==> config.mk <==
export PLATFORM = sky130hd
export DESIGN_NAME = i2c_ee_outbuf_flat
export DESIGN_NICKNAME = d
export VERILOG_FILES = /design/src/i2c_ee_intf.sv /design/src/i2c_ee_outbuf.sv /design/src/flat_wrapper.sv
export SDC_FILE = /design/constraint.sdc
export NUM_CORES = 1
export LEC_CHECK = 0
export BUFFER_PORTS_ARGS = -buffer_cell sky130_fd_sc_hd__clkbuf_2
export CAP_MARGIN = 10
export CORE_AREA = 2 2 39 41
export DETAILED_ROUTE_END_ITERATION = 10
export DIE_AREA = 0 0 41 43
export PLACE_DENSITY_LB_ADDON = 0.1
export SYNTH_ARGS = -nofsm -noshare
export SYNTH_HDL_FRONTEND = slang
export SYNTH_SLANG_ARGS = --single-unit
==> constraint.sdc <==
create_clock -name clk -period 1 [get_ports clk]
set_clock_uncertainty 0.2 [all_clocks]
set_input_delay 0 -clock clk [delete_from_list [all_inputs] [get_ports clk]]
set_output_delay 0 -clock clk [all_outputs]
set_load 0.02 [all_outputs]
==> src/i2c_ee_intf.sv <==
// valid/ready channel interfaces for line samples, drive results and config writes
// depends on i2c_ee_pkg for config widths
`default_nettype none


interface i2c_ee_out_if;
  logic valid;
  logic ready;
  logic sda_drive;
  modport source (output valid, sda_drive, input ready);
  modport sink   (input valid, sda_drive, output ready);
endinterface


`default_nettype wire

==> src/i2c_ee_outbuf.sv <==
// two-entry output buffer: output register plus skid entry
// depends on i2c_ee_intf for the result channel
`default_nettype none

module i2c_ee_outbuf (
  input  wire logic    clk,
  input  wire logic    rst_n,
  input  wire logic    push,
  input  wire logic    push_data,
  output logic         full,
  i2c_ee_out_if.source out_ch
);

  logic out_vld_r, out_dat_r, skid_vld_r, skid_dat_r;
  logic out_vld_nxt, skid_vld_nxt;
  logic pop;

  assign pop = out_vld_r && out_ch.ready;

  // skid entry drains into the output register first
  always_comb begin
    out_vld_nxt  = out_vld_r;
    skid_vld_nxt = skid_vld_r;
    if (pop) begin
      if (skid_vld_r) begin
        skid_vld_nxt = 1'b0;
      end else begin
        out_vld_nxt = 1'b0;
      end
    end
    if (push) begin
      if (out_vld_r && !pop) begin
        skid_vld_nxt = 1'b1;
      end else begin
        out_vld_nxt = 1'b1;
      end
    end
  end

  always_ff @(posedge clk) begin
    if (!rst_n) begin
      out_vld_r  <= 1'b0;
      skid_vld_r <= 1'b0;
    end else begin
      out_vld_r  <= out_vld_nxt;
      skid_vld_r <= skid_vld_nxt;
    end
  end

  always_ff @(posedge clk) begin
    if (pop && skid_vld_r) begin
      out_dat_r <= skid_dat_r;
    end
    if (push) begin
      if (out_vld_r && !pop) begin
        skid_dat_r <= push_data;
      end else begin
        out_dat_r <= push_data;
      end
    end
  end

  assign full             = skid_vld_r;
  assign out_ch.valid     = out_vld_r;
  assign out_ch.sda_drive = out_dat_r;

endmodule

`default_nettype wire

==> src/flat_wrapper.sv <==
// flat-port wrapper written by rule: the top's interface ports become plain ports
module i2c_ee_outbuf_flat 
  (clk, rst_n, push, push_data, full, out_ch_valid, out_ch_sda_drive, out_ch_ready);
  i2c_ee_out_if out_ch_i ();
  input  wire logic clk;
  input  wire logic rst_n;
  input  wire logic push;
  input  wire logic push_data;
  output logic full;
  output wire logic [$bits(out_ch_i.valid)-1:0] out_ch_valid;
  output wire logic [$bits(out_ch_i.sda_drive)-1:0] out_ch_sda_drive;
  input wire logic [$bits(out_ch_i.ready)-1:0] out_ch_ready;
  assign out_ch_valid = out_ch_i.valid;
  assign out_ch_sda_drive = out_ch_i.sda_drive;
  assign out_ch_i.ready = out_ch_ready;
  i2c_ee_outbuf u_core (.clk(clk), .rst_n(rst_n), .push(push), .push_data(push_data), .full(full), .out_ch(out_ch_i));
endmodule
**Yosys cells after proc, flatten, opt, wreduce, memory -nomap -nowiden**

Index checks and enable logic that the tools add are counted.
Widths: inputs -> output; s select.

- Bits in registers: 4
- Input bits: 5
- Output and inout bits: 3
- Logic and storage cells: 19

- Muxes and demuxes: 10
- Reductions and logical operators: 5

Operators with widths:

| kind | number |
|---|---|
| $mux 1 | 10 |
| $logic_and 1x1->1 | 3 |
| $reduce_and 2->1 | 1 |
| $logic_not 1->1 | 1 |

**Depth between registers and ports, before layout**

Gate-level depths: netlist of run 1.

- Depth in word-level cells: 5
- Gate-level depth with buffers: 3
- Gate-level depth less buffers: 3

**Worst setup path before layout of run 1**

OpenSTA, ideal clock, no wires.

- Kind: register to register
- From: register u_core.out_vld_r, in the netlist u_core.out_ch.valid
- To: register u_core.skid_dat_r (enable)
- Setup time: 0.299 ns
- Arrival time: 0.662 ns
- Data required time: 0.501 ns
- Slack: -0.161 ns
- Stages on the path, launching flop included: 3
- Path buffers: 0
- Period minus slack after synthesis: 1.161 ns
- Cell sequence: dfxtp_1 > nand2_1 > nor2_1

- Word-level cells in the longest chain between the ends: 4

RTL lines:

| element | RTL line | text |
|---|---|---|
| start, declared | i2c_ee_outbuf.sv:14 | `logic out_vld_r, out_dat_r, skid_vld_r, skid_dat_r;` |
| start signal, assigned | i2c_ee_outbuf.sv:45 | `out_vld_r <= out_vld_nxt;` |
| $logic_and 1x1->1 | i2c_ee_outbuf.sv:18 | `assign pop = out_vld_r && out_ch.ready;` |
| $logic_not 1->1 | i2c_ee_outbuf.sv:55 | `if (out_vld_r && !pop) begin` |
| $logic_and 1x1->1 (*) | i2c_ee_outbuf.sv:55 |  |
| $reduce_and 2->1 (no source line) (*) | n/a |  |
| end signal, assigned | i2c_ee_outbuf.sv:56 | `skid_dat_r <= push_data;` |
| end, declared | i2c_ee_outbuf.sv:14 |  |

Every way passes the cells marked *; elsewhere a longest branch is shown, timed or not.
A chain may end at the register's enable or synchronous reset.

**Worst setup path after layout of run 1**

- From: input port out_ch_ready
- To: register u_core.skid_dat_r (enable)

- Word-level cells in the longest chain between the ends: 4

RTL lines:

| element | RTL line | text |
|---|---|---|
| start, declared | flat_wrapper.sv:12 | `input wire logic [$bits(out_ch_i.ready)-1:0] out_ch_ready;` |
| $logic_and 1x1->1 | i2c_ee_outbuf.sv:18 |  |
| $logic_not 1->1 | i2c_ee_outbuf.sv:55 |  |
| $logic_and 1x1->1 | i2c_ee_outbuf.sv:55 |  |
| $reduce_and 2->1 (no source line) | n/a |  |

No other way between the ends.

==> results of run 1 <==
==> repair_timing <==
item / in CTS / in global routing
endpoints found under the setup margin: 3 / 5
endpoints found under the hold margin: 5 / 3
resized for setup: 5 / 6
pin swaps: 0 / 2
hold buffers: 2 / 1
==> sequential cells by signal, indices dropped and copies added (netlist names) <==
| signal | count |
|---|---|
| u_core.skid_dat_r | 1 |
| u_core.full | 1 |
| u_core.out_ch.sda_drive | 1 |
| u_core.out_ch.valid | 1 |
==> worst max-delay path by stage <==
stage	from	endpoint	depth (start not counted)
2_1_floorplan	u_core.out_ch.valid	u_core.skid_dat_r	2
3_3_place_gp	u_core.skid_dat_r	u_core.out_ch.sda_drive	3
3_5_place_dp	u_core.skid_dat_r	u_core.out_ch.sda_drive	3
4_1_cts	u_core.full	full	2
5_1_grt	u_core.skid_dat_r	u_core.out_ch.sda_drive	3
6_report	out_ch_ready	u_core.skid_dat_r	3
==> per-stage QoR <==
stage | worst slack [ps] | utilization [%] | setup TNS [ps] | cells | power (uW)
after floorplan | -17.7 | - | -32.8 | 20 | 230
after global placement | -18.0 | 20.0 | -18.0 | 46 | 272
after detailed placement | -6.92 | 20.0 | -6.92 | 46 | 271
after CTS | -38.7 | 24.3 | -65.3 | 51 | 520
after global routing | -97.9 | 26.0 | -214 | 52 | 551
final | -46.0 | 26.0 | -73.2 | 52 | 517
==> power groups by stage <==
stage / sequential, uW / clock, uW / combinational [uW]
6_report: 189 / 226 / 102
5_1_grt: 191 / 248 / 113
4_1_cts: 188 / 239 / 92.5
3_5_place_dp: 189 / 0 / 82.4
3_3_place_gp: 189 / 0 / 83.0
2_1_floorplan: 204 / 0 / 26.0
==> final cells by class <==
cell class | instances | area share (%)
tap | 16 | 5.56
clock buffer | 4 | 7.29
sequential | 4 | 27.1
multi-input combinational | 16 | 30.6
timing repair buffer | 12 | 29.5
==> metal layers <==
| metal | vias up | track usage [%] | wire length [um] |
|---|---|---|---|
| met2 | 6 | 7.81 | 202 |
| met3 | 0 | 3.14 | 44 |
| li1 | 100 | - | - |
| met5 | - | 0 | 0 |
| met4 | 0 | 10.0 | 0 |
| met1 | 85 | 8.04 | 227 |
==> cell families after synthesis <==
family and count (synthesis):
AO/OA/AOI/OAI 5, multiplexers 1, flip-flops 4, AND/OR/NAND/NOR 10
==> synth_stat cells <==
library cell / n / area, um^2
sky130_fd_sc_hd__o21ai_0: 1 / 5.00
sky130_fd_sc_hd__a22oi_1: 1 / 7.51
sky130_fd_sc_hd__dfxtp_1: 3 / 60.1
sky130_fd_sc_hd__nand2b_1: 1 / 6.26
sky130_fd_sc_hd__nor2b_2: 1 / 8.76
sky130_fd_sc_hd__nor2b_1: 3 / 18.8
sky130_fd_sc_hd__nor2_1: 2 / 7.51
sky130_fd_sc_hd__nand2_1: 3 / 11.3
sky130_fd_sc_hd__o2bb2ai_1: 1 / 8.76
sky130_fd_sc_hd__a21oi_1: 2 / 10.0
sky130_fd_sc_hd__mux2i_1: 1 / 10.0
sky130_fd_sc_hd__edfxtp_1: 1 / 30.0
==> critical path, stage by stage <==
cell	delay, ps
sky130_fd_sc_hd__clkbuf_2	110
sky130_fd_sc_hd__dlygate4sd3_1	590
sky130_fd_sc_hd__nor2_2	90
==> cell usage in the layout (no fill, tap or decap), drive strengths merged <==
cell         Yosys  final
clkbuf           0      9
nand2b           1      1
o21ai            1      1
mux2i            1      1
nor2             2      2
buf              0      4
dfxtp            3      3
a22oi            1      1
nor2b            4      4
edfxtp           1      1
dlygate4sd3      0      3
o2bb2ai          1      1
nand2            3      3
a21oi            2      2
==> results by stage, run 1 <==
Outcome:
- The final reports fail on hold timing, setup timing.
- The flow ran to the end, but the final reports show violations.

Timing:
- The worst-case setup margin in the final layout is -46.0 ps.
- Static timing analysis puts the maximum clock frequency at 956 MHz.
- The headroom to the max-slew limit is 87.5%.
- For the pin with the worst max-slew slack, the measured transition is 187 ps.
- The smallest clock period supported by the final layout is computed as around 1000 ps.
- The number of failing setup endpoints in the final timing report is 3.
- The tightest hold path in the finished design has a slack of -70.3 ps.
- The number of pins exceeding their max-slew limit in the final report is 0.
- The final hold violation count came to 3.
- The final worst-path cycle share is 105%.
- Setup repair after global routing could not meet its margin everywhere.

Drt:
- For this run, the detailed router's first-pass iteration total came to 1.
- For this run, design rule violations remaining after detail routing come to 0.
- For this block, the via count after detailed routing is approximately 190.
- After the first detailed-routing iteration, the DRC count stood at 0.
- The ratio of routed vias to standard cells is around 3.7.
- Dividing the detail-routed wire length by the instance count gives approximately 9.1 um.
- The remaining antenna violation count after routing is 0.
- The wire length after detailed routing is 473 um.

Worst setup path:
- In this run the critical register-to-register path is captured at u_core.out_ch.sda_drive.
- The setup path with the least slack is of type input port to flop.
- For the worst setup path, the data arrival time is 800 ps.
- The slack of the worst reg-to-reg path is -20 ps.
- The type of origin of the critical path is an input port.
- The startpoint identified for the worst register-to-register timing path is u_core.full.
- The count of cells along the worst register-to-register path is 3.
- STA puts the critical path data required time at 750 ps.
- The endpoint type of the worst setup path is a flop.
- The largest fanout on the critical path is 5.

Die:
- The total number of placement rows is 14.
- The overall die width is ~41 um.
- The die covers about 1800 um^2.
- The effective utilization at floorplan is 13.3%.
- For this design the top-level I/O count stands at 8.
- The height of the chip is about 43 um.
- The core area is 1380 um^2.

Final layout:
- The final layout contains 42 nets.
- The layout has 150 filler cells.
- 0 antenna diodes ended up in the layout.
- The final cell area excluding filler cells is 360 um^2.
- The fraction of final layout cells sized beyond drive strength 1 is 52.8%.
- The area added between synthesis and finish is 95.9%.
- In the final layout, flip-flops and latches occupy 97.6 um^2.
- Summing all multi-input logic gate instances after layout gives 110 um^2.

Yosys:
- For this run, the number of Yosys warnings is 0.
- Summing the areas of all compound-gate instances in the mapped netlist gives 17.0% of the synthesized area.
- Summing the areas of all xor and xnor instances in the mapped netlist gives 0% of the synthesized area.
- The netlist uses 12 different library cells.
- Synthesis inferred 4 register bits.
- After synthesis, the share of cell area in mux cells is 5.44%.
- The mapped cell area is roughly 180 um^2.
- Of the synthesized area, sequential elements account for 49.0%.
- The cell count after synthesis came out at 20.
- When the netlist entered floorplanning its net count stood at 25.
- After synthesis, the largest family of logic cells by area is simple AND/OR/NAND/NOR gates.
- After synthesis, the mean cell area works out to 9.20 um^2.
- Of the total synthesized cell area, the portion taken by AND, OR, NAND and NOR gates is approximately 29%.
- The synthesized netlist devotes 0% of its cell area to adder and majority cells.

Pwr:
- For this design the static power due to leakage is 0.000148 uW.
- The switching portion of total power is 25.7%.
- The maximum VDD drop is approximately 0.00040 V.
- Sequential cells burn 36.5% of the power.
- In this run the power spent charging and discharging nets is between 100 and 150 uW.
- The internal power of the cells totals about 380 uW.
- The clock network fraction of design power is 43.8%.
- In this run the power density over the cells is 1430 nW/um^2.
- The share of total power in combinational logic is between 10% and 20%.

Run:
- The tool flagged a number of max-cap violations equal to 0.

Global route:
- Global routing finished with a remaining overflow of 0.
- The wire length of the first global-routing pass is 745 um.
- The initial antenna violation count is 0.
- Entering global routing, the biggest net connects 7 pins.
- The via count of the first global-routing pass is approximately 190.
- Across every metal layer, demand over resource in global routing totals just over 7%.

CTS:
- The clock tree buffer depth is 2.
- Clock-pin slew was measured on the worst setup and hold paths at 40 ps.
- The number of buffers added by the clock tree synthesis step is 3.
- At the later pin of the worst-skew pair, clock insertion delay measures 240 ps.
- In this run the post-CTS setup repair buffer count came out at 0.
- TritonCTS built the clock tree.
- In this run the number of H-tree levels came out at 1.
- The library cell used as clock root buffer is sky130_fd_sc_hd__clkbuf_4.
- The total number of clock tree sinks is 4.

Hold path:
- The class of the worst hold path is input port to flop.
- The number of stages on the worst hold path is 3.
- The origin of the worst min-delay path is push.
- The endpoint of the worst hold-timing path is u_core.out_ch.valid.

Placed design:
- Buffers placed on the I/O ports in this run total 7.
- Summing all placed instances gives a cell area of between 200 and 300 um^2.
- The HPWL after detailed placement is 336 um.
- Routability-driven placement finished with a final weighted congestion of 0.631.
No activity file was read; power rests on OpenSTA's default activity.
==> inputs of run 2 (changes only) <==
--- a/config.mk
+++ b/config.mk
@@ -5,6 +5,7 @@
 export SDC_FILE = /design/constraint.sdc
 export NUM_CORES = 1
 export LEC_CHECK = 0
+export ABC_AREA = 1
 export BUFFER_PORTS_ARGS = -buffer_cell sky130_fd_sc_hd__clkbuf_2
 export CAP_MARGIN = 10
 export CORE_AREA = 2 2 39 41
==> run 2 against run 1 <==
Net effect:
- the flow finishes with violations (hold timing)
- fmax up 5.8%
- core utilization is 5.2 points lower
- cell count is 1.9% lower
- clock-buffer cell count unchanged
- via count shrank 4.2%
- wire length fell by 16%
- critical path depth fell by 1
- sequential power is essentially flat
- worst hold slack got worse by 49 ps
- non-clock buffer count shrank 3
- register-to-register slack improved by 30 ps
- first-iteration DRC count increased by 3
- critical endpoint unchanged
- largest cell class is now flip-flops and latches
==> results by stage, run 2 <==
Worst setup path:
- Walking the worst path, the cells encountered are nand3_2 -> inv_2.
- The required time at the endpoint of the critical path came to 760 ps (about the same).
- The largest fanout on the critical path is 7 (+2).
- The cell with the largest stage delay on the worst path is sky130_fd_sc_hd__dfxtp_4.
- The arrival time at the worst endpoint is 750 ps (-50 ps).
- The count of cells along the worst register-to-register path is 2 (-1).
- The critical path start-end classification is flop to flop.
- The number of buffer and inverter instances along the worst setup path is 1 (-1).
- The highest cell delay on the worst timing path was 370 ps (-220 ps).
- The slack of the worst reg-to-reg path was 10 ps (+30 ps).
- Grouping stages by cell kind, the critical path spends the most delay in flip-flops.
- The worst setup path is captured at a flop.
- The worst setup path is launched from a flop.
- The critical path depth in cells came to 2 (-1).

Yosys:
- The area share of and/or/nand/nor cells after synthesis is 31.9% (+3.3 points).
- The Yosys warning count is 0 (unchanged).
- The average cell area after synthesis is 8.02 um^2 (-13%).
- The post-synthesis xor/xnor area fraction came to 0% (unchanged).
- The fraction of the mapped netlist area in adder cells is 0% (unchanged).
- The fraction of the mapped netlist area in compound gates is 8.51% (-8.5 points).
- The area share of the largest cell type after synthesis came to 34.0% (+1.4 points).
- In the synthesized netlist the dominant register cell turns out to be sky130_fd_sc_hd__dfxtp_1.
- In the synthesized netlist, the cells that appear most often are 6 x sky130_fd_sc_hd__nand2_1, 3 x sky130_fd_sc_hd__a21oi_1, 3 x sky130_fd_sc_hd__dfxtp_1, 3 x sky130_fd_sc_hd__inv_1, 2 x sky130_fd_sc_hd__nand3_1.
- Yosys attributes the largest share of cell area to sky130_fd_sc_hd__dfxtp_1 34%, sky130_fd_sc_hd__edfxtp_1 17%, sky130_fd_sc_hd__nand2_1 13%.
- The distinct cell type count of the synthesized netlist is 10 (-2).
- The share of synthesized flip-flops with an asynchronous set or reset is 0% (unchanged).
- The mux share of post-synthesis cell area is 0% (-5.4 points).
- Of all cell types, the one taking the most synthesized area is sky130_fd_sc_hd__dfxtp_1.
- The mapped cell area came to 176 um^2 (-4.1%).
- The synthesized instance count was 22 (+10%).
- The number of enable flip-flop cells after synthesis was 1 (unchanged).
- The number of flip-flops and latches in the synthesized netlist is 4 (unchanged).
- The net count of the mapped netlist came to 27 (+8.0%).
- After synthesis, the largest family of logic cells by area is simple AND/OR/NAND/NOR gates.
- The part of the Yosys area used for sequential elements is 51.1% (+2.1 points).
- The most common cell in the netlist is sky130_fd_sc_hd__nand2_1.

CTS:
- The number of setup buffers added after CTS was 0 (unchanged).
- The CTS tree is built.
- The level count of the clock H-tree came to 1 (unchanged).
- The later-pin clock latency in the skew report was 230 ps (about the same).
- The clock tree buffer depth was 2 (unchanged).
- The CTS clock-pin slew for the worst setup and hold paths was 40 ps (about the same).
- The number of hold-repair buffers added at the cts stage is 2 (unchanged).
- The number of buffers added by the clock tree synthesis step was 3 (unchanged).
- The total number of clock tree sinks came to 4 (unchanged).
- CTS placed an instance of sky130_fd_sc_hd__clkbuf_4 at the clock tree root.

Drt:
- The routed wirelength normalized by instance count is 7.75 um (-15%).
- The number of vias in the routed layout is 183 (-4.2%).
- The remaining antenna violation count after routing is 0 (unchanged).
- The ratio of routed vias to standard cells is 3.59 (-2.3%).
- The number of search-and-repair iterations in the first detailed-routing pass is 3 (+2).
- The DRC violation count after routing is 0 (unchanged).
- The wire length after detailed routing is 395 um (-16%).
- The violation count after the first detailed-routing iteration is 3 (+3).

Global route:
- The initial antenna violation count is 0 (unchanged).
- The maximum number of pins on one net before global-route repair is 8 (+1).
- The via count of the first global-routing pass is 172 (-10%).
- The wire length of the first global-routing pass is 648 um (-13%).
- The global routing usage summed across all routing layers was 6.02% (-1.1 points).
- The total global routing overflow is 0 (unchanged).

Pwr:
- The maximum VDD drop is 0.000487 V (+23%).
- The total power draw is 469 uW (-9.2%).
- The static leakage is 0.000136 uW (-8.1%).
- The power density over the cells is 1630 nW/um^2 (+14%).

Timing:
- The upper clock frequency limit is 1010 MHz (+5.8%).
- The final critical-path required period is 989 ps (-57.4 ps).
- The number of pins exceeding their max-slew limit in the final report was 0 (unchanged).
- The slew at the pin closest to its max-slew limit is 120 ps (-66.8 ps).
- The smallest hold slack is -119 ps (-49.1 ps).
- The final worst-path cycle share came to 98.9% (-5.7 points).
- The final hold violation count is 4 (+1).
- Setup repair after global routing could not meet its margin everywhere.
- The headroom to the max-slew limit came to 92.0% (+4.5 points).
- The number of failing setup endpoints in the final timing report is 0 (-3).

Die:
- The core area is 1380 um^2 (unchanged).
- The overall die width came to 41 um (unchanged).
- The die outline area is 1760 um^2 (unchanged).
- The height of the chip is 43 um (unchanged).
- The top-level port count is 8 (unchanged).
- The total number of placement rows is 14 (unchanged).
- The effective utilization at floorplan is 12.7% (-0.54 points).

Final layout:
- The antenna diode count came to 0 (unchanged).
- The fraction of final layout cells sized beyond drive strength 1 is 45.7% (-7.1 points).
- The number of nets at the end of the flow is 41 (-2.4%).
- The number of standard cells in the final layout excluding fillers is 51 (-1.9%).
- From synthesis to final layout, the design area changed by 63.1%.
- The final design utilization was 20.8% (-5.2 points).
- In the layout the commonest cells are 6 x sky130_fd_sc_hd__nand2_1, 6 x sky130_fd_sc_hd__clkbuf_2, 3 x sky130_fd_sc_hd__a21oi_1, 3 x sky130_fd_sc_hd__clkbuf_4.
- The final cell area excluding filler cells is 288 um^2 (-20%).

Placed design:
- The placed instance count is 45 (-2.2%).
- The placed wire-length estimate is 326 um (-2.9%).
- The placed standard-cell area is 236 um^2 (-14%).
- The weighted congestion at the end of routability-driven global placement is 0.659 (+4.4%).
- The port buffer count was 7 (unchanged).

Outcome:
- The checks that failed: hold timing.
- The run finished, with violations left.

Hold path:
- The class of the worst hold path is input port to flop.
- The number of stages on the worst hold path is 3 (unchanged).

Run:
- The max-capacitance violation count is 0 (unchanged).
## run 2: changes by cell type after synthesis, moves of 2 or more
cell                      before  now
sky130_fd_sc_hd__inv_1         0    3
sky130_fd_sc_hd__nand2_1       3    6
sky130_fd_sc_hd__nand3_1       0    2
sky130_fd_sc_hd__nor2_1        2    0
sky130_fd_sc_hd__nor2b_1       3    0
## run 2: kinds of logic (layout without fill, tap and decap cells)
family                 count (synthesis)  after routing
buffers and inverters                  4             17
flip-flops                             4              4
AND/OR/NAND/NOR                       11             11
AO/OA/AOI/OAI                          3              3
## run 2: what timing repair did
item                                   in CTS  in global routing
pin swaps                                   0                  1
endpoints found under the hold margin       5                  4
setup endpoints to repair                   1                  3
gates resized for setup                     1                  2
## run 2: layout make-up
class                      instances  area [um^2]
inverter                           4         15.0
multi-input combinational         14         76.3
tap                               16         20.0
fill                             157         1100
timing repair buffer               9         55.1
sequential                         4         95.1
clock buffer                       4         26.3
## run 2: final timing paths
check	start	end
worst min-delay path	out_ch_ready	u_core.out_ch.valid
worst min register to register	u_core.full	u_core.full
worst max register to register	u_core.out_ch.valid	u_core.skid_dat_r
worst max-delay path	u_core.out_ch.valid	u_core.skid_dat_r
## run 2: worst min-delay path: stages
cell and delay, ps:
sky130_fd_sc_hd__clkbuf_2 120, sky130_fd_sc_hd__nand3_2 90, sky130_fd_sc_hd__a21oi_1 60
## run 2: report_power, final
| group | total (uW) | switching (uW) | internal [uW] |
|---|---|---|---|
| sequential | 186 | 9.33 | 177 |
| combinational | 61.8 | 34.7 | 27.2 |
| clock | 221 | 71.2 | 150 |
| total | 469 | 115 | 354 |
## run 2: metal layers
metal / wire, um / GRT usage, % / share of wire (%)
met1: 185 / 6.75 / 47
met4: 0 / 8.00 / 0
met3: 32 / 3.14 / 8.1
met2: 177 / 6.56 / 45
met5: 0 / 0 / 0
## run 2: per-stage QoR
stage	setup TNS [ps]	hold WS (ps)	worst slack, ps
after detailed placement	-22.9	-7.43	-22.9
after floorplan	-34.4	-101	-34.4
after global placement	-9.60	0.218	-9.60
final	0	-119	11.4
after global routing	-29.0	-105	-19.9
after CTS	0	-136	5.17
==> inputs of run 3 (changes only) <==
==> constraint.sdc (replaced) <==
create_clock -name clk -period 1.1 [get_ports clk]
set_clock_uncertainty 0.2 [all_clocks]
set_input_delay 0 -clock clk [delete_from_list [all_inputs] [get_ports clk]]
set_output_delay 0 -clock clk [all_outputs]
set_load 0.02 [all_outputs]
==> run 3 against run 2 <==
Net effect:
- the flow still finishes with violations (hold timing)
- first-iteration DRC count is 67% higher
- clock-buffer cell count stayed put
- via count is 2.7% higher
- register-to-register slack better by 90 ps
- wire length is 4.3% higher
- clock power is 9.0% lower
- global-route usage is 0.51 points higher
- non-clock buffer count stayed put
- combinational power is 7.6% lower
- worst hold slack worse by 20 ps
- critical endpoint unchanged
- largest cell class unchanged
==> results by stage, run 3 (synthesis results as in run 2) <==
Worst setup path:
- The number of buffer and inverter instances along the worst setup path came to 2 (+1).
- The largest fanout on the critical path is 4 (-3).
- The arrival time at the worst endpoint is 780 ps (+30 ps).
- The cell with the largest stage delay on the worst path is sky130_fd_sc_hd__dlygate4sd3_1.
- The critical path start-end classification is input port to flop.
- The critical path goes through dlygate4sd3_1 -> nand3_2 -> inv_1.
- The highest cell delay on the worst timing path is 610 ps (+240 ps).
- The category of cells accounting for the largest share of critical-path delay is buffers and inverters.
- The type of origin of the critical path is an input port.
- The required time at the endpoint of the critical path came to 860 ps (+100 ps).
- STA classifies the critical path endpoint as a flop.

Timing:
- The smallest hold slack was -139 ps (-19.9 ps).
- Static timing analysis puts the maximum clock frequency at 977 MHz.
- The final worst-path cycle share is 93.0%.
- The slew at the pin closest to its max-slew limit is 170 ps (+49.2 ps).
- The smallest clock period supported by the final layout is computed as 1020 ps.
- Setup repair after global routing left no endpoint under its margin.
- The headroom to the max-slew limit is 88.7% (-3.4 points).
- The final hold violation count is 3 (-1).
- The number of failing setup endpoints in the final timing report was 0 (unchanged).
- The number of pins exceeding their max-slew limit in the final report is 0 (unchanged).
- The total negative slack for setup checks is 0 ps (unchanged).

Global route:
- The global routing usage summed across all routing layers came to 6.53% (+0.51 points).
- The initial antenna violation count came to 0 (unchanged).
- The wire length of the first global-routing pass is 717 um (+11%).
- The via count of the first global-routing pass is 188 (+9.3%).
- The maximum number of pins on one net before global-route repair is 8 (unchanged).
- The total global routing overflow is 0 (unchanged).

Die:
- The height of the chip is 43 um (unchanged).
- The effective utilization at floorplan is 12.7% (unchanged).
- The overall die width is 41 um (unchanged).
- The total number of placement rows is 14 (unchanged).
- The core area is 1380 um^2 (unchanged).
- The die outline area came to 1760 um^2 (unchanged).
- The top-level port count was 8 (unchanged).

Final layout:
- The number of nets at the end of the flow is 41 (unchanged).
- The area added between synthesis and finish is 65.2%.
- The fraction of final layout cells sized beyond drive strength 1 is 37.1% (-8.6 points).
- In the layout the commonest cells are 6 x sky130_fd_sc_hd__nand2_1, 6 x sky130_fd_sc_hd__clkbuf_2.
- The antenna diode count was 0 (unchanged).

CTS:
- The number of buffers added by the clock tree synthesis step is 3 (unchanged).
- The CTS clock-pin slew for the worst setup and hold paths is 40 ps (about the same).
- The level count of the clock H-tree is 1 (unchanged).
- The root buffer cell chosen for the clock tree is sky130_fd_sc_hd__clkbuf_4.
- TritonCTS built the clock tree.
- The total number of clock tree sinks came to 4 (unchanged).
- The number of hold-repair buffers added at the cts stage is 3 (+1).
- The clock tree buffer depth is 2 (unchanged).
- The later-pin clock latency in the skew report was 230 ps (about the same).
- The number of setup buffers added after CTS came to 0 (unchanged).

Drt:
- The number of search-and-repair iterations in the first detailed-routing pass is 3 (unchanged).
- The remaining antenna violation count after routing is 0 (unchanged).
- The ratio of routed vias to standard cells came to 3.69 (+2.7%).
- The DRC violation count after routing is 0 (unchanged).
- The wire length after detailed routing is 412 um (+4.3%).
- The number of vias in the routed layout came to 188 (+2.7%).
- The violation count after the first detailed-routing iteration is 5 (+2).
- The routed wirelength normalized by instance count is 8.08 um (+4.3%).

Pwr:
- The static leakage is 0.000138 uW (+1.2%).
- The total power draw is 428 uW (-8.8%).
- The maximum VDD drop is 0.000523 V (+7.4%).
- The power density over the cells was 1470 nW/um^2 (-10%).

Hold path:
- The class of the worst hold path is input port to flop.

Placed design:
- The placed wire-length estimate was 321 um (-1.4%).
- The weighted congestion at the end of routability-driven global placement came to 0.660 (+0.21%).
- The port buffer count is 7 (unchanged).

Outcome:
- The checks that failed: hold timing.
- The run finished, with violations left.

Run:
- The max-capacitance violation count was 0 (unchanged).
run 3: cell count changes in the layout (fill, tap and decap cells not counted):
cell	before	now
sky130_fd_sc_hd__inv_1	2	3
sky130_fd_sc_hd__inv_2	2	1
sky130_fd_sc_hd__dfxtp_1	1	2
sky130_fd_sc_hd__dlygate4sd3_1	2	3
sky130_fd_sc_hd__buf_2	1	0
sky130_fd_sc_hd__dfxtp_2	1	0
run 3: per-stage QoR:
step / utilization [%] / cell area, um^2 / std cells / setup slack [ps]
2_1_floorplan: - / 178 / 22 / 18.4
4_1_cts: 20.9 / 289 / 52 / 33.9
6_report: 21.1 / 292 / 51 / 76.5
3_5_place_dp: 16.8 / 233 / 45 / 58.8
5_1_grt: 21.1 / 292 / 51 / 20.2
3_3_place_gp: 16.8 / 233 / 45 / 68.6
run 3: repair_timing:
item / in CTS / in global routing
setup endpoints to repair: 0 / 1
resized for setup: 0 / 2
endpoints found under the hold margin: 5 / 2
run 3: final cells by class:
class	instances	area, um^2
Sequential cell	4	93.8
Multi-Input combinational cell	14	76.3
Inverter	4	15.0
Fill cell	161	1090
Clock buffer	4	26.3
Tap cell	16	20.0
Timing Repair Buffer	9	60.1
run 3: worst reg2reg max path, stage by stage (launching register included):
cell and delay (ps):
sky130_fd_sc_hd__dfxtp_4 380, sky130_fd_sc_hd__nand3_2 80, sky130_fd_sc_hd__inv_1 70
run 3: power by group:
part           internal, uW  switching [uW]
registers               160            8.80
logic                  25.7            31.4
clock network           136            65.0
total                   322             105
run 3: routing by layer:
layer	share of wire, %	wire [um]	vias up	track usage [%]
met5	0	0	-	0
met4	1.9	8	0	6.00
met3	10	41	2	4.71
met2	41	170	7	7.19
met1	47	192	82	7.74
li1	-	-	97	-
run 3: worst paths after layout:
check,from,to,slack [ps],cells past startpoint
max,push,u_core.skid_dat_r,80,3
min,out_ch_ready,u_core.out_ch.valid,-140,3
max reg2reg,u_core.out_ch.valid,u_core.skid_dat_r,100,2
min reg2reg,u_core.full,u_core.full,310,2
