<file path="src/i2c_ee_pkg.sv">
// shared types, constants and helpers for the two-wire serial eeprom slave
// no dependencies; used by every other file of the block but i2c_ee_outbuf
`default_nettype none

package i2c_ee_pkg;

  // default sizes, powers of two
  localparam int MEM_BYTES_DEF     = 65536;
  localparam int ID_PAGE_BYTES_DEF = 64;

  // configuration register map
  localparam int CFG_IDX_W  = 4;
  localparam int CFG_DATA_W = 4;
  localparam logic [CFG_IDX_W-1:0] CFG_DEVICE_TYPE = 4'd0;
  localparam logic [CFG_IDX_W-1:0] CFG_WRITE_EN    = 4'd1;

  // device byte areas and part types
  localparam logic [3:0] AREA_MEM        = 4'hA;
  localparam logic [3:0] AREA_ID         = 4'hB;
  localparam logic [3:0] TYPE_NONE       = 4'd0;
  localparam logic [3:0] TYPE_SEVEN      = 4'd1;
  localparam logic [3:0] TYPE_LAST_SMALL = 4'd6;
  localparam logic [3:0] TYPE_MAX        = 4'd12;

  localparam int OFF_W = 16;

  typedef enum logic [2:0] {
    PH_STANDBY = 3'd0,
    PH_DEVICE  = 3'd1,
    PH_BANK    = 3'd2,
    PH_ADDRESS = 3'd3,
    PH_READ    = 3'd4,
    PH_WRITE   = 3'd5
  } phase_t;

  // request from the protocol engine to the stores, at most one access per item
  typedef struct packed {
    logic             rd_main;
    logic             rd_id;
    logic             wr_main;
    logic             wr_id;
    logic [OFF_W-1:0] addr;
    logic [7:0]       id_addr;
    logic [7:0]       wdata;
  } mem_req_t;

  typedef struct packed {
    logic       valid;
    logic [7:0] data;
  } mem_rsp_t;

  // offset mask for each known part type, type none handled by the caller
  function automatic logic [OFF_W-1:0] part_mask(input logic [3:0] kind);
    logic [OFF_W-1:0] m;
    unique case (kind)
      4'd1, 4'd2: m = 16'h007F;
      4'd3:       m = 16'h00FF;
      4'd4:       m = 16'h01FF;
      4'd5:       m = 16'h03FF;
      4'd6:       m = 16'h07FF;
      4'd7:       m = 16'h0FFF;
      4'd8, 4'd9: m = 16'h1FFF;
      4'd10:      m = 16'h3FFF;
      4'd11:      m = 16'h7FFF;
      4'd12:      m = 16'hFFFF;
      default:    m = 16'hFFFF;
    endcase
    return m;
  endfunction

endpackage

`default_nettype wire

</file>
<file path="src/i2c_ee_ctrl.sv">
// bus protocol engine: start/stop detect, bit counting, byte shifting, store requests
// depends on i2c_ee_pkg; drives i2c_ee_mem and the output buffer
`default_nettype none

module i2c_ee_ctrl #(
  parameter int MEM_BYTES = i2c_ee_pkg::MEM_BYTES_DEF
) (
  input  wire logic                                clk,
  input  wire logic                                rst_n,
  input  wire logic                                accept,
  input  wire logic                                scl,
  input  wire logic                                sda,
  input  wire logic                                cfg_wr,
  input  wire logic [i2c_ee_pkg::CFG_IDX_W-1:0]   cfg_idx,
  input  wire logic [i2c_ee_pkg::CFG_DATA_W-1:0]  cfg_data,
  input  wire i2c_ee_pkg::mem_rsp_t                rsp,
  output i2c_ee_pkg::mem_req_t                     req,
  output logic                                     drive
);

  localparam logic [i2c_ee_pkg::OFF_W-1:0] MEM_MASK = i2c_ee_pkg::OFF_W'(MEM_BYTES - 1);

  logic [3:0] dev_type_r;
  logic       wr_en_r;

  i2c_ee_pkg::phase_t phase_r, phase_nxt;
  logic       prev_scl_r, prev_sda_r;
  logic [3:0] bc_r, bc_nxt;
  logic [7:0] db_r, db_nxt;
  logic [7:0] ha_r, ha_nxt;
  logic [7:0] la_r, la_nxt;
  logic [7:0] ws_r, ws_nxt;
  logic [7:0] rb_r;
  logic       ack_r, ack_nxt;
  logic       lock_r, lock_nxt;

  logic [3:0] kind;
  logic       small_part, seven, rise, fall, area_mem, area_id;
  logic [7:0] la_adv, ha_adv;
  logic [i2c_ee_pkg::OFF_W-1:0] mask, idx_cur, idx_adv;
  i2c_ee_pkg::mem_req_t req_c;

  function automatic logic [i2c_ee_pkg::OFF_W-1:0] offset(
    input logic       sev, input logic sm,
    input logic [7:0] d,   input logic [7:0] h, input logic [7:0] l);
    logic [i2c_ee_pkg::OFF_W-1:0] o;
    if (sev) o = {9'd0, l[7:1]};
    else if (sm) o = {1'b0, d[7:1], l};
    else o = {h, l};
    return o;
  endfunction

  always_comb begin
    kind       = (dev_type_r > i2c_ee_pkg::TYPE_MAX) ? i2c_ee_pkg::TYPE_NONE : dev_type_r;
    small_part = kind <= i2c_ee_pkg::TYPE_LAST_SMALL;
    seven      = kind == i2c_ee_pkg::TYPE_SEVEN;
    mask       = (kind == i2c_ee_pkg::TYPE_NONE) ? MEM_MASK : i2c_ee_pkg::part_mask(kind);
    area_mem   = db_r[7:4] == i2c_ee_pkg::AREA_MEM;
    area_id    = db_r[7:4] == i2c_ee_pkg::AREA_ID;
    la_adv     = la_r + (seven ? 8'd2 : 8'd1);
    ha_adv     = (la_adv == 8'd0) ? ha_r + 8'd1 : ha_r;
    idx_cur    = offset(seven, small_part, db_r, ha_r, la_r) & mask;
    idx_adv    = offset(seven, small_part, db_r, ha_adv, la_adv) & mask;
    rise       = !prev_scl_r && scl;
    fall       = prev_scl_r && !scl;

    phase_nxt = phase_r;
    bc_nxt    = bc_r;
    db_nxt    = db_r;
    ha_nxt    = ha_r;
    la_nxt    = la_r;
    ws_nxt    = ws_r;
    ack_nxt   = ack_r;
    lock_nxt  = lock_r;
    req_c     = '0;
    req_c.addr    = idx_cur;
    req_c.id_addr = la_r;
    req_c.wdata   = ws_r;

    // start and stop
    if (scl) begin
      if (prev_sda_r && !sda) begin
        bc_nxt    = 4'd0;
        phase_nxt = seven ? i2c_ee_pkg::PH_ADDRESS : i2c_ee_pkg::PH_DEVICE;
      end else if (!prev_sda_r && sda) begin
        bc_nxt    = 4'd0;
        phase_nxt = i2c_ee_pkg::PH_STANDBY;
      end
    end

    if (fall) begin
      bc_nxt = (bc_nxt > 4'd8) ? 4'd1 : bc_nxt + 4'd1;
    end

    if (rise) begin
      unique case (phase_r)
        i2c_ee_pkg::PH_DEVICE: begin
          if (bc_nxt <= 4'd8) begin
            db_nxt = {db_r[6:0], sda};
          end else if (!(area_mem || (area_id && !small_part))) begin
            phase_nxt = i2c_ee_pkg::PH_STANDBY;
          end else if (db_r[0]) begin
            phase_nxt     = i2c_ee_pkg::PH_READ;
            ack_nxt       = 1'b0;
            req_c.rd_main = area_mem;
            req_c.rd_id   = !area_mem;
          end else begin
            phase_nxt = small_part ? i2c_ee_pkg::PH_ADDRESS : i2c_ee_pkg::PH_BANK;
            ack_nxt   = 1'b0;
          end
        end
        i2c_ee_pkg::PH_BANK: begin
          if (bc_nxt <= 4'd8) begin
            ha_nxt = {ha_r[6:0], sda};
          end else begin
            phase_nxt = i2c_ee_pkg::PH_ADDRESS;
            ack_nxt   = 1'b0;
          end
        end
        i2c_ee_pkg::PH_ADDRESS: begin
          if (bc_nxt <= 4'd8) begin
            la_nxt = {la_r[6:0], sda};
          end else if (seven && la_r[0]) begin
            phase_nxt = i2c_ee_pkg::PH_READ;
            if (area_mem) begin
              ack_nxt       = 1'b0;
              req_c.rd_main = 1'b1;
            end else if (area_id && !small_part) begin
              ack_nxt     = 1'b0;
              req_c.rd_id = 1'b1;
            end else begin
              ack_nxt = 1'b1;
            end
          end else begin
            phase_nxt = i2c_ee_pkg::PH_WRITE;
            ack_nxt   = 1'b0;
          end
        end
        i2c_ee_pkg::PH_READ: begin
          if (bc_nxt <= 4'd8) begin
            ack_nxt = (bc_nxt == 4'd0) ? 1'b0 : rb_r[3'(4'd8 - bc_nxt)];
          end else if (!sda) begin
            la_nxt        = la_adv;
            ha_nxt        = ha_adv;
            req_c.addr    = idx_adv;
            req_c.id_addr = la_adv;
            if (area_mem) begin
              ack_nxt       = 1'b0;
              req_c.rd_main = 1'b1;
            end else if (area_id && !small_part) begin
              ack_nxt     = 1'b0;
              req_c.rd_id = 1'b1;
            end else begin
              ack_nxt = 1'b1;
            end
          end else begin
            phase_nxt = i2c_ee_pkg::PH_STANDBY;
          end
        end
        i2c_ee_pkg::PH_WRITE: begin
          if (bc_nxt <= 4'd8) begin
            ws_nxt = {ws_r[6:0], sda};
          end else begin
            la_nxt = la_adv;
            ha_nxt = ha_adv;
            if (area_mem) begin
              ack_nxt       = !wr_en_r;
              req_c.wr_main = wr_en_r;
            end else if (area_id) begin
              if (!wr_en_r || small_part) begin
                ack_nxt = 1'b1;
              end else if (ha_r[2]) begin
                // lock store: bit 10 of the word address
                lock_nxt = lock_r | ws_r[1];
                ack_nxt  = 1'b0;
              end else if (lock_r) begin
                ack_nxt = 1'b1;
              end else begin
                ack_nxt     = 1'b0;
                req_c.wr_id = 1'b1;
              end
            end else begin
              ack_nxt = 1'b1;
            end
          end
        end
        default: begin
        end
      endcase
    end

    req = req_c;
    if (!accept) begin
      req.rd_main = 1'b0;
      req.rd_id   = 1'b0;
      req.wr_main = 1'b0;
      req.wr_id   = 1'b0;
    end
    drive = (phase_nxt == i2c_ee_pkg::PH_STANDBY) ? sda : ack_nxt;
  end

  always_ff @(posedge clk) begin
    if (!rst_n) begin
      dev_type_r <= i2c_ee_pkg::TYPE_NONE;
      wr_en_r    <= 1'b1;
      phase_r    <= i2c_ee_pkg::PH_STANDBY;
      prev_scl_r <= 1'b0;
      prev_sda_r <= 1'b0;
      bc_r       <= 4'd0;
      db_r       <= {i2c_ee_pkg::AREA_MEM, 4'h0};
      ha_r       <= 8'd0;
      la_r       <= 8'd0;
      ws_r       <= 8'd0;
      rb_r       <= 8'd0;
      ack_r      <= 1'b0;
      lock_r     <= 1'b0;
    end else begin
      if (cfg_wr) begin
        unique case (cfg_idx)
          i2c_ee_pkg::CFG_DEVICE_TYPE: dev_type_r <= cfg_data;
          i2c_ee_pkg::CFG_WRITE_EN:    wr_en_r    <= cfg_data[0];
          default: begin
          end
        endcase
      end
      if (accept) begin
        phase_r    <= phase_nxt;
        prev_scl_r <= scl;
        prev_sda_r <= sda;
        bc_r       <= bc_nxt;
        db_r       <= db_nxt;
        ha_r       <= ha_nxt;
        la_r       <= la_nxt;
        ws_r       <= ws_nxt;
        ack_r      <= ack_nxt;
        lock_r     <= lock_nxt;
      end
      // read data from the store response is registered into rb_r, well before the next rising scl sample
      if (rsp.valid) begin
        rb_r <= rsp.data;
      end
    end
  end

endmodule

`default_nettype wire

</file>
<file path="config.mk">
export PLATFORM = sky130hd
export DESIGN_NAME = i2c_ee_ctrl
export DESIGN_NICKNAME = d
export VERILOG_FILES = /design/src/i2c_ee_pkg.sv /design/src/i2c_ee_ctrl.sv
export SDC_FILE = /design/constraint.sdc
export NUM_CORES = 1
export LEC_CHECK = 0
export BUFFER_PORTS_ARGS = -buffer_cell sky130_fd_sc_hd__buf_2
export CORE_MARGIN = 1
export CORE_UTILIZATION = 59
export DETAILED_ROUTE_END_ITERATION = 6
export PLACE_DENSITY_LB_ADDON = 0.08
export SLEW_MARGIN = 20
export SYNTH_ARGS = -nofsm -noshare
export SYNTH_HDL_FRONTEND = slang
export SYNTH_SLANG_ARGS = --single-unit
export TNS_END_PERCENT = 10
</file>
<file path="constraint.sdc">
create_clock -name clk -period 5.6 [get_ports clk]
set_input_delay 1.12 -clock clk [delete_from_list [all_inputs] [get_ports clk]]
set_output_delay 1.12 -clock clk [all_outputs]
set_load 0.005 [all_outputs]
</file>
=== After elaboration in Yosys (flattened, before gate mapping) ===
Memories as Yosys holds them, arrays and structs flattened.
Cells that the tools add are included.

* Bits in registers: 56
* Bits in read-only memories: 144
* Input port bits: 23
* Output and inout port bits: 37
* Logic and storage cells: 155
* Memories: 1

* Add/subtract/negate cells: 4
* Order comparisons: 5
* Equality and inequality tests: 14
* Muxes and demuxes: 83
* Bitwise gates (word level): 6
* Reductions and logical operators: 29

{| class="wikitable"
|+ Memories
! memory !! depth !! width !! rd ports !! clocked after Yosys merged registers in !! write ports !! RTL line !! text
|-
| (name not given) || 16 || 9 || 1 || 0 || 0 || i2c_ee_pkg.sv:55 || <nowiki>unique case (kind)</nowiki>
|}

{| class="wikitable"
|+ Operators with widths
! kind !! count
|-
| 16-bit 2-to-1 mux || 5
|-
| 24-bit 2-to-1 mux || 3
|-
| 8-bit 2-to-1 mux || 9
|-
| 8-bit case mux with 3 select lines || 2
|-
| 3-bit 2-to-1 mux || 11
|-
| 16-bit AND || 2
|-
| 1-bit 2-to-1 mux || 30
|-
| 28-bit 2-to-1 mux || 1
|-
| 4-bit 2-to-1 mux || 7
|-
| 2-bit 2-to-1 mux || 11
|-
| 7-bit AND reduction || 2
|-
| 4-bit zero test || 3
|-
| 3-bit case mux with 4 select lines || 1
|-
| 2-bit != test (second input constant) || 5
|-
| 8-bit by 1-bit adder with 8-bit output (second input constant) || 1
|-
| 8-bit by 2-bit adder with 8-bit output || 1
|-
| 4-bit by 1-bit equality test with 1-bit output (second input constant) || 2
|-
| 4-bit equality test (second input constant) || 2
|-
| 4-bit greater-than comparator (second input constant) || 2
|-
| 8-bit zero test || 1
|-
| 4-bit AND reduction || 2
|-
| 8-bit AND reduction || 1
|-
| 1-bit zero test || 7
|-
| 3-bit by 2-bit equality test with 1-bit output (second input constant) || 2
|-
| other kinds (17) || 28
|}

=== Depth between registers and ports, before layout ===
Gate-level depths: netlist (run 1).

* Word-level depth: 16
* Depth in mapped cells: 19
* Depth with buffers taken out: 16

=== Worst setup path after synthesis (run 1) ===
No wires, ideal clock.

* Path kind: input port to output port
* Start point: in sda
* End point: out drive
* Arrival time: 4.038 ns
* Data required time: 4.480 ns
* Setup slack: 0.442 ns
* Stages: 18
* Buffers on the path: 2
* Cells stage by stage: xor2_2 > nand2_1 > and2_1 > inv_1 > ha_1 > nand2b_1 > nand2_1 > a31oi_1 > inv_1 > ha_1 > and3_1 > buf_6 > nand2b_1 > buf_6 > o311ai_1 > a32oi_1 > nor3_1 > mux2_1

* Longest elaborated chain between the ends: 15
* Elaborated cells on any way between the ends: 36
* Classes of those cells: add/sub: 2; order compare: 2; mux: 27; reduce/logical: 5

{| class="wikitable"
|+ Ends and longest elaborated chain
! element !! RTL line !! text
|-
| from (decl) || i2c_ee_ctrl.sv:12 || <nowiki>input wire logic sda,</nowiki>
|-
| 1-bit logical AND or 1-bit zero test (tied branches) || -- ||
|-
| 4-bit 2-to-1 mux or 1-bit logical AND (tied branches) || i2c_ee_ctrl.sv:85, i2c_ee_ctrl.sv:82 ||
|-
| 4-bit 2-to-1 mux || i2c_ee_ctrl.sv:82 || <nowiki>if (prev_sda_r && !sda) begin</nowiki>
|-
| 4-bit 2-to-1 mux || i2c_ee_ctrl.sv:81 || <nowiki>if (scl) begin</nowiki>
|-
| 4-bit by 1-bit adder with 4-bit output or 4-bit greater-than comparator (tied branches) || i2c_ee_ctrl.sv:92 || <nowiki>bc_nxt = (bc_nxt > 4'd8) ? 4'd1 : bc_nxt + 4'd1;</nowiki>
|-
| 4-bit 2-to-1 mux || i2c_ee_ctrl.sv:92 ||
|-
| 4-bit 2-to-1 mux || i2c_ee_ctrl.sv:91 || <nowiki>if (fall) begin</nowiki>
|-
| 1-bit by 3-bit subtractor with 3-bit output || i2c_ee_ctrl.sv:141 || <nowiki>ack_nxt = (bc_nxt == 4'd0) ? 1'b0 : rb_r[3'(4'd8 - bc_nxt)];</nowiki>
|-
| 1-bit binary-select mux with 3-bit select || i2c_ee_ctrl.sv:141 ||
|-
| 1-bit 2-to-1 mux (not written as such) || i2c_ee_ctrl.sv:141 ||
|-
| 1-bit 2-to-1 mux || i2c_ee_ctrl.sv:141 ||
|-
| 1-bit 2-to-1 mux || i2c_ee_ctrl.sv:140 || <nowiki>if (bc_nxt <= 4'd8) begin</nowiki>
|-
| 1-bit case mux with 5 select lines || i2c_ee_ctrl.sv:96 || <nowiki>unique case (phase_r)</nowiki>
|-
| 1-bit 2-to-1 mux || i2c_ee_ctrl.sv:95 || <nowiki>if (rise) begin</nowiki>
|-
| 1-bit 2-to-1 mux (*) || i2c_ee_ctrl.sv:199 || <nowiki>drive = (phase_nxt == i2c_ee_pkg::PH_STANDBY) ? sda : ack_nxt;</nowiki>
|-
| to (decl) || i2c_ee_ctrl.sv:18 || <nowiki>output logic drive</nowiki>
|}

Every way passes the cells marked *; elsewhere a longest branch is shown, timed or not. The select of a mux whose other input is x is not followed.

=== Worst setup path after layout (run 1) ===
Same ends and word-level chain as after synthesis.

==> results.md, run 1 <==
- Ys Warns: 0
- Power share of the combinational group: 9.1%
- Vias per cell: 6.14
- Most frequent cells after synthesis: nor2_1, dfxtp_1, mux2i_1
- Final Critical Period: 5340 ps
- Clk Latency, worst-skew pair: 310 ps
- CTS Sinks: 56
- N_diodes: 0
- Initial antenna violation count: 0
- Die X: 87.8 um
- Root Buffer: clkbuf_8
- Final global-route overflow total: 0
- Final antenna-violating net count: 0
- Hold path start: rb_r[5]
- CP Capture Type: output pin
- Worst min-delay path class: reg2reg
- DRT Wirelength: 10800 um
- Number of global-route vias before repair: 3678
- Worst Skew: just over 7 ps
- Die Ht: 87.8 um
- CORE AREA: 6940 sq um
- Syn_nets: 586
- Initial core utilization: 62.6%
- Setup violators final: 0
- CTS buffer count: 5
- Syn avg cell area: 7.89 sq um
- Fmax: 187 MHz
- Post-synth EDFFs: 0
- Final Hold Fails: 0
- Wire length of the first global-routing pass: 17400 um
- Pint: a little over 600 uW
- Netlist cell types: 83
- Maxcap violations: 0
- CTS H-Tree Depth: 2
- Clock Power Share: approximately 40%
- Worst vdd ir: roughly 0.15 mV
- DRT Pass-1 Iters: 4
- Post-synth ARST share: 0%
- CTS Hold Bufs: 0
- Layout cells sized above 1: around a fifth
- Routed WL per cell: 15.8 um
- DIE AREA: around 7700 sq um
- Ys flop type: dfxtp_1
- Pleak: 0.00199 uW
- RSZ-0062 raised after global routing: false
- Max-slew violations: 0
- Largest net degree at the start of global routing: 46
- Switching share of power: 23.5%
- FF-to-FF Start: phase_r[2]
- CTS tree: built
- Post-Syn Area: around 4300 sq um
- Post-synth top area cell: dfxtp_1
- Synth top area share: 25.8%
- Worst path required time: 4480 ps
- Fin crit share: 95.3%
- Kind of critical path: in2out
- GPL Wtd Cong: 0.872
- Nets: 625
- GRT Util Overall: 28.2%
- Final setup TNS: 0 ps
- CP Launch Type: input port
- IO Port Bufs: 59
- Sequential power share: 50.9%
- Worst-margin pin slew: between 900 and 1000 ps
- Status: completed
- Design Power: about 800 uW
- Ports: 60
- DRC violations left: 0
- #FFs+latches synth: 56
- Relative max-transition margin: 35.8%
- CP startpoint: sda
- CTS clk-pin slew, worst paths: 100 ps
- Detailed Route Iter0 Violations: around 230
- Vias: 4218
- Sequential share of the synthesized area: between 20% and 30%
- P&R area growth vs syn: 11.6%
- Cell with the most instances after synthesis: nor2_1
- Power density over the cells: 166 nW/um^2
- FP Rows: 30
- Psw: 189 uW
- Worst-case clock buffer depth: 2
- Post-detail-place hpwl: 7790 um
- Post-Syn Instances: 551
- Synth top area cells: dfxtp_1, mux2i_1, nor2_1, o21ai_0, nand2_1
- WP data arrival: approximately 4200 ps
- CP Max Fanout: 6
==> layer usage <==
layer	track usage [%]	routed length, um	vias to the layer above
met5	0	0	-
met4	9.84	269	0
met3	3.68	562	29
met2	47.3	5230	148
met1	37.2	4780	1978
li1	-	-	2063
==> stage by stage <==
step	utilization (%)	worst slack (ps)	instance area, sq um	instances	hold WS, ps
2_1_floorplan	-	442	4350	551	444
3_3_place_gp	66.5	261	4620	673	469
3_5_place_dp	66.5	171	4620	673	482
4_1_cts	68.6	13.4	4760	681	507
5_1_grt	69.8	26.0	4850	687	533
6_report	69.8	262	4850	687	502
==> kinds of logic (layout without fill, tap and decap cells) <==
family,count (synthesis),count (layout),synth area share [%]
muxes,50,50,12.2
buffers and inverters,69,109,7.11
and+or+nand+nor,205,205,24.6
adders and majority gates,12,12,3.46
xor gates and xnor gates,17,17,3.60
AOI/OAI and AO/OA,142,142,23.3
DFF,56,56,25.8
==> registers in the layout (all words and copies together) (netlist names) <==
name and count:
ack_r 1, bc_r 4, db_r 8, dev_type_r 4, ha_r 8, la_r 8
lock_r 1, phase_r 3, prev_scl_r 1, prev_sda_r 1, rb_r 8, wr_en_r 1
ws_r 8
==> layout by cell type, fill, tap and decap left out, types with 3 or more instances in the layout <==
cell type  netlist  final
and4_1           3      3
a31oi_1          9      9
a211oi_1         7      7
o22ai_1          3      3
nand2_1         42     42
a21oi_1         29     29
buf_2            6     59
nor4_4           2      3
o21a_1           6      6
o31a_1           5      5
nor2_1          74     74
o21ai_0         33     33
a311oi_1         3      3
nor2b_1          6      6
o211a_1          4      4
dfxtp_1         56     54
buf_4            3     13
clkbuf_8         0      5
and2_1           4      4
nand3_1         11     11
xnor2_1         14     14
ha_1            12     12
nor3_1          12     12
nor4_1          14     13
o41ai_1          3      3
inv_1           27     27
nand2b_1        12     11
mux2i_1         45     45
==> final cells by class <==
class,count,area (sq um)
multi-input combinational,426,2950
sequential,56,1120
clock inverter,3,68.8
tap,96,120
clock buffer,5,68.8
inverter,28,105
timing repair buffer,73,413
fill,596,2090
==> final timing paths <==
check                           slack, ps  endpoint  cells after the start
worst max-delay path                  260     drive                     19
worst min-delay path                  500   rb_r[5]                      2
worst max register to register       1840   la_r[4]                      7
worst min register to register        500   rb_r[5]                      2
==> worst max-delay path, cell delays in order <==
cell and delay (ps):
buf_2 120, xor2_2 190, nand2_1 120, and2_1 160
inv_1 60, ha_1 190, nand2b_1 90, nand2_1 80
a31oi_1 220, inv_1 70, ha_1 220, and3_2 250
buf_4 170, a211oi_1 220, o211a_1 190, a221oi_2 70
nor3_1 240, mux2_1 330, buf_2 130
==> repair_timing <==
action                                  4_1_cts  5_1_grt
gates resized for setup                       1        7
setup buffers                                 0        6
pin swaps                                     0        1
endpoints found under the setup margin        1        9
==> power groups by stage <==
stage,combinational (uW),clock [uW],sequential [uW]
floorplan,53.5,0,415
global placement,69.3,0,418
detailed placement,71.0,0,419
CTS,71.3,326,409
global route,80.3,337,410
finish,73.3,321,409
Power figures use the tool's default switching activity.
==> run 2, diff against run 1 <==
--- a/config.mk
+++ b/config.mk
@@ -9,7 +9,7 @@
 export CORE_MARGIN = 1
 export CORE_UTILIZATION = 59
 export DETAILED_ROUTE_END_ITERATION = 6
-export PLACE_DENSITY_LB_ADDON = 0.08
+export PLACE_DENSITY = 0.8
 export SLEW_MARGIN = 20
 export SYNTH_ARGS = -nofsm -noshare
 export SYNTH_HDL_FRONTEND = slang
==> results.md, run 2 (same netlist as run 1, synthesis figures left out) <==
- Status: completed
- Initial antenna violation count: 0 (unchanged)
- Relative max-transition margin: 35.9% (+0.037 points)
- Fin crit share: 96.4% (+1.1 points)
- Finished Layout Cells: 684 (-0.44%)
- Worst-margin pin slew: 953 ps (-9.35 ps)
- Wire length of the first global-routing pass: 17900 um (+3.1%)
- Detailed Route Iter0 Violations: 536 (+130%)
- Fmax: 185 MHz (-1.1%)
- Hold path start: rb_r[3]
- Final Critical Period: 5400 ps (+60.0 ps)
- Min Hold Slack: 503 ps (+1.69 ps)
- DRC violations left: 0 (unchanged)
- Final Hold Fails: 0 (unchanged)
- CTS clk-pin slew, worst paths: 110 ps (about the same)
- Die X: 87.8 um (unchanged)
- Vias per cell: 6.22 (+1.3%)
- CTS H-Tree Depth: 2 (unchanged)
- Slowest cell on crit path: mux2_1
- GRT Util Overall: 29.0% (+0.82 points)
- FF-to-FF Start: dev_type_r[3]
- Kind of critical path: in2out
- CTS Sinks: 56 (unchanged)
- Maxcap violations: 0 (unchanged)
- Post-detail-place hpwl: 7940 um (+1.9%)
- Die Ht: 87.8 um (unchanged)
- RSZ-0062 raised after global routing: true
- Worst vdd ir: 0.106 mV (-28%)
- Worst Skew: 8.43 ps (+1.32 ps)
- Setup violators final: 0 (unchanged)
- CTS tree: built
- DIE AREA: 7710 sq um (unchanged)
- Number of global-route vias before repair: 3876 (+5.4%)
- GPL Wtd Cong: 0.954 (+9.5%)
- CTS Hold Bufs: 0 (unchanged)
- Root Buffer: clkbuf_8
- IO Port Bufs: 59 (unchanged)
- Reg-to-reg slack, setup: 1880 ps (+40 ps)
- Power density over the cells: 151 nW/um^2 (-8.9%)
- Worst Hold Path EP: rb_r[3]
- Placed cell count: 674 (+0.15%)
- FP Rows: 30 (unchanged)
- Routed WL per cell: 16.2 um (+2.4%)
- CORE AREA: 6940 sq um (unchanged)
- N_diodes: 0 (unchanged)
- Largest net degree at the start of global routing: 46 (unchanged)
- Commonest cells after routing, fill and taps aside: nor2_1, buf_2, dfxtp_1
- Worst reg2reg endpoint: ha_r[5]
- Reg2reg path depth: 15 (+8)
- CP Launch Type: input port
- Final global-route overflow total: 0 (unchanged)
- CP Cell Sequence: buf_2 > xor2_2 > nand2_1 > and2_1 > inv_1 > ha_1 > nand2b_1 > nand2_1 > nand3_1 > o21a_1 > ha_1 > and3_2 > buf_4 > a211oi_1 > o211a_1 > a221oi_2 > nor3_2 > mux2_1 > buf_2
- CP Capture Type: output pin
- CP startpoint: sda
- Clk Latency, worst-skew pair: 310 ps (about the same)
- Ports: 60 (unchanged)
- Bufs and invs on worst path: 4 (-1)
- Initial core utilization: 62.6% (unchanged)
- Final antenna-violating net count: 0 (unchanged)
- Worst-case clock buffer depth: 2 (unchanged)
- Worst min-delay path class: reg2reg
- Hold path depth: 2 (unchanged)
- Gate family responsible for the most delay along the worst path: simple AND/OR/NAND/NOR gates
- Max-slew violations: 0 (unchanged)
- P&R area growth vs syn: 10.0%
- CTS buffer count: 5 (unchanged)
- DRT Wirelength: 11100 um (+2.0%)
- DRT Pass-1 Iters: 5 (+1)
- Vias: 4256 (+0.90%)
- WP data arrival: 4280 ps (+60 ps)
- CP Max Fanout: 5 (-1)
- Worst path required time: 4480 ps (about the same)
- Layout cells sized above 1: 20.1% (+0.10 points)
- Pleak: 0.00194 uW (-2.4%)
- Most common cell after layout, fill and taps aside: nor2_1
- Nets: 622 (-0.48%)
- Crit-path max cell delay: 330 ps (about the same)
-- run 2: cell types whose count changed in the layout (fill, tap and decap cells not counted), sizes merged --
cell      before  now
buf           73   70
clkbuf         5    6
bufinv         2    0
inv           29   28
clkinvlp       0    2
-- run 2: worst reg2reg max path, cell delays in order (launching register included) --
cell	delay, ps
dfxtp_2	390
nand2_1	130
nand2_1	120
inv_1	110
ha_1	220
a21boi_2	310
inv_2	150
ha_1	260
o21ai_1	170
a21oi_1	90
or4_1	500
a21oi_2	230
o221ai_4	270
o31a_1	360
o21ai_0	180
a21oi_1	90
-- run 2: worst max-delay path by stage --
stage | to | cells past startpoint
global route | drive | 19
floorplan | drive | 18
global placement | drive | 18
detailed placement | drive | 18
CTS | req[29] | 15
finish | drive | 19
-- run 2: repair_timing --
item | in CTS | in global routing
resized for setup | 2 | 8
setup endpoints to repair | 2 | 8
pin swaps | 0 | 0
endpoints found under the hold margin | 0 | 0
buffers inserted | 0 | 2
-- run 2: power by group --
group | switching, uW | internal [uW] | total, uW
sequential | 5.68 | 404 | 409
clock | 137 | 101 | 238
combinational | 44.0 | 30.6 | 74.6
-- run 2: metrics by stage --
stage / setup slack [ps] / util [%] / cell area (sq um) / total power (uW) / TNS [ps]
2_1_floorplan: 442 / - / 4350 / 469 / 0
3_3_place_gp: 239 / 66.6 / 4620 / 488 / 0
3_5_place_dp: 96.3 / 66.6 / 4620 / 491 / 0
4_1_cts: 8.26 / 68.3 / 4740 / 724 / 0
5_1_grt: -26.9 / 68.8 / 4780 / 745 / -26.9
6_report: 202 / 68.8 / 4780 / 722 / 0
-- run 2: final cells by class --
class                           instances  area (sq um)
Tap cell                               96           120
Multi-Input combinational cell        426          2960
Timing Repair Buffer                   70           378
Inverter                               28           105
Sequential cell                        56          1120
Clock inverter                          2          15.0
Fill cell                             614          2160
Clock buffer                            6          82.6
-- run 2: layer usage --
metal	track usage, %	routed length [um]
met1	39.7	5160
met2	47.6	4950
met3	4.43	727
met4	7.75	221
met5	0	0
==> run 3, diff against run 2 <==
--- a/config.mk
+++ b/config.mk
@@ -7,9 +7,10 @@
 export LEC_CHECK = 0
 export BUFFER_PORTS_ARGS = -buffer_cell sky130_fd_sc_hd__buf_2
 export CORE_MARGIN = 1
-export CORE_UTILIZATION = 59
+export CORE_UTILIZATION = 60
+export CTS_BUF_LIST = sky130_fd_sc_hd__clkbuf_8
 export DETAILED_ROUTE_END_ITERATION = 6
-export PLACE_DENSITY = 0.8
+export PLACE_DENSITY = 0.81
 export SLEW_MARGIN = 20
 export SYNTH_ARGS = -nofsm -noshare
 export SYNTH_HDL_FRONTEND = slang
==> results.md, run 3 (same netlist as run 1, synthesis figures left out) <==
- Status: completed
- CTS H-Tree Depth: 2 (unchanged)
- Setup bufs post-CTS: 0 (unchanged)
- Final global-route overflow total: 0 (unchanged)
- Worst-margin pin slew: 963 ps (+9.40 ps)
- CTS buffer count: 5 (unchanged)
- Worst Skew: 11.5 ps (+3.12 ps)
- CTS tree: built
- GPL Wtd Cong: 0.922 (-3.4%)
- Maxcap violations: 0 (unchanged)
- CP Max Fanout: 8 (+3)
- Min Hold Slack: 497 ps (-6.46 ps)
- Vias: 4216 (-0.94%)
- Post-detail-place hpwl: 7940 um (about the same)
- Relative max-transition margin: 35.2% (-0.63 points)
- Die Ht: 87.1 um (-0.82%)
- Routed WL per cell: 15.7 um (-2.9%)
- CTS Hold Bufs: 0 (unchanged)
- CP Capture Type: output pin
- Final antenna-violating net count: 0 (unchanged)
- Fin crit share: 96.7% (+0.35 points)
- Cell Area, Placed: 4620 sq um (unchanged)
- Power density over the cells: 152 nW/um^2 (+0.64%)
- Wire length of the first global-routing pass: 17700 um (-1.6%)
- DIE AREA: 7590 sq um (-1.6%)
- Ports: 60 (unchanged)
- GRT Util Overall: 28.9% (-0.069 points)
- N_diodes: 0 (unchanged)
- Final Critical Period: 5420 ps (+19.6 ps)
- Initial antenna violation count: 0 (unchanged)
- Worst-case clock buffer depth: 2 (unchanged)
- Die X: 87.1 um (-0.82%)
- Fmax: 185 MHz (-0.36%)
- IO Port Bufs: 59 (unchanged)
- Worst vdd ir: 0.106 mV (-0.38%)
- Filler cells: 625 (+1.8%)
- Initial core utilization: 62.9% (+0.34 points)
- Vias per cell: 6.18 (-0.65%)
- Final Hold Fails: 0 (unchanged)
- WP data arrival: 4300 ps (+20 ps)
- FP Rows: 30 (unchanged)
- Detailed Route Iter0 Violations: 281 (-48%)
- DRC violations left: 0 (unchanged)
- CTS Sinks: 56 (unchanged)
- Nets: 620 (-0.32%)
- DRT Pass-1 Iters: 5 (unchanged)
- Largest net degree at the start of global routing: 30 (-35%)
- Most common cell after layout, fill and taps aside: nor2_1
- Finished layout cell area: 4740 sq um (-0.89%)
- Clk Latency, worst-skew pair: 320 ps (about the same)
- Commonest cells after routing, fill and taps aside: nor2_1, buf_2, dfxtp_1
- Number of global-route vias before repair: 3859 (-0.44%)
- Root Buffer: clkbuf_8
- Worst path required time: 4480 ps (about the same)
- P&R area growth vs syn: 9.04%
- Pleak: 0.00192 uW (-0.85%)
- Worst min-delay path class: reg2reg
- Kind of critical path: in2out
- Setup violators final: 0 (unchanged)
- Layout cells sized above 1: 19.5% (-0.61 points)
- RSZ-0062 raised after global routing: true
- CTS clk-pin slew, worst paths: 100 ps (about the same)
- CP Launch Type: input port
- DRT Wirelength: 10700 um (-3.2%)
- CORE AREA: 6910 sq um (-0.54%)
- Reg-to-reg slack, setup: 1920 ps (+40 ps)
- Max-slew violations: 0 (unchanged)
-- run 3: final cells by class --
cell class                      count  area (sq um)  area share (%)
Inverter                           28           105            2.22
Multi-Input combinational cell    426          2930            61.8
Clock inverter                      3          27.5           0.581
Timing Repair Buffer               68           363            7.66
Sequential cell                    56          1120            23.7
Clock buffer                        5          68.8            1.45
Tap cell                           96           120            2.53
-- run 3: what timing repair did --
item	CTS	global route
resized for setup	0	6
endpoints found under the hold margin	0	0
setup endpoints to repair	0	9
-- run 3: final timing paths --
check           startpoint       to  cells past startpoint
min                wr_en_r  wr_en_r                      2
min reg2reg        wr_en_r  wr_en_r                      2
max                    sda    drive                     18
max reg2reg  dev_type_r[3]  ha_r[2]                     16
-- run 3: metal layers --
layer / global-route usage [%] / part of all wire [%]
met4: 7.90 / 1.3
met1: 37.9 / 44
met3: 3.51 / 5.1
met5: 0 / 0
met2: 50.3 / 49
-- run 3: critical path, cell delays in order --
cell and delay [ps]:
buf_2 120, xor2_2 210, nand2_1 120, and2_1 190
inv_1 80, ha_1 150, nand2b_1 80, nand2_1 100
nand3_1 80, o21a_1 150, ha_1 240, and3_1 240
nand2b_2 280, o311ai_1 330, a32oi_1 190, nor3_2 160
mux2_1 330, buf_2 130
-- run 3: stage by stage --
| step | worst slack, ps | instances | power, uW | TNS, ps | utilization [%] |
|---|---|---|---|---|---|
| 2_1_floorplan | 442 | 551 | 469 | 0 | - |
| 3_3_place_gp | 259 | 674 | 487 | 0 | 67.0 |
| 3_5_place_dp | 105 | 674 | 490 | 0 | 67.0 |
| 4_1_cts | 102 | 682 | 722 | 0 | 68.4 |
| 5_1_grt | -39.8 | 682 | 748 | -49.2 | 68.6 |
| 6_report | 182 | 682 | 720 | 0 | 68.6 |
-- run 3: where the power goes --
part | total [uW] | internal, uW | switching [uW]
combinational | 72.6 | 30.1 | 42.5
sequential | 410 | 404 | 5.69
clock | 238 | 92.2 | 145
total | 720 | 526 | 194
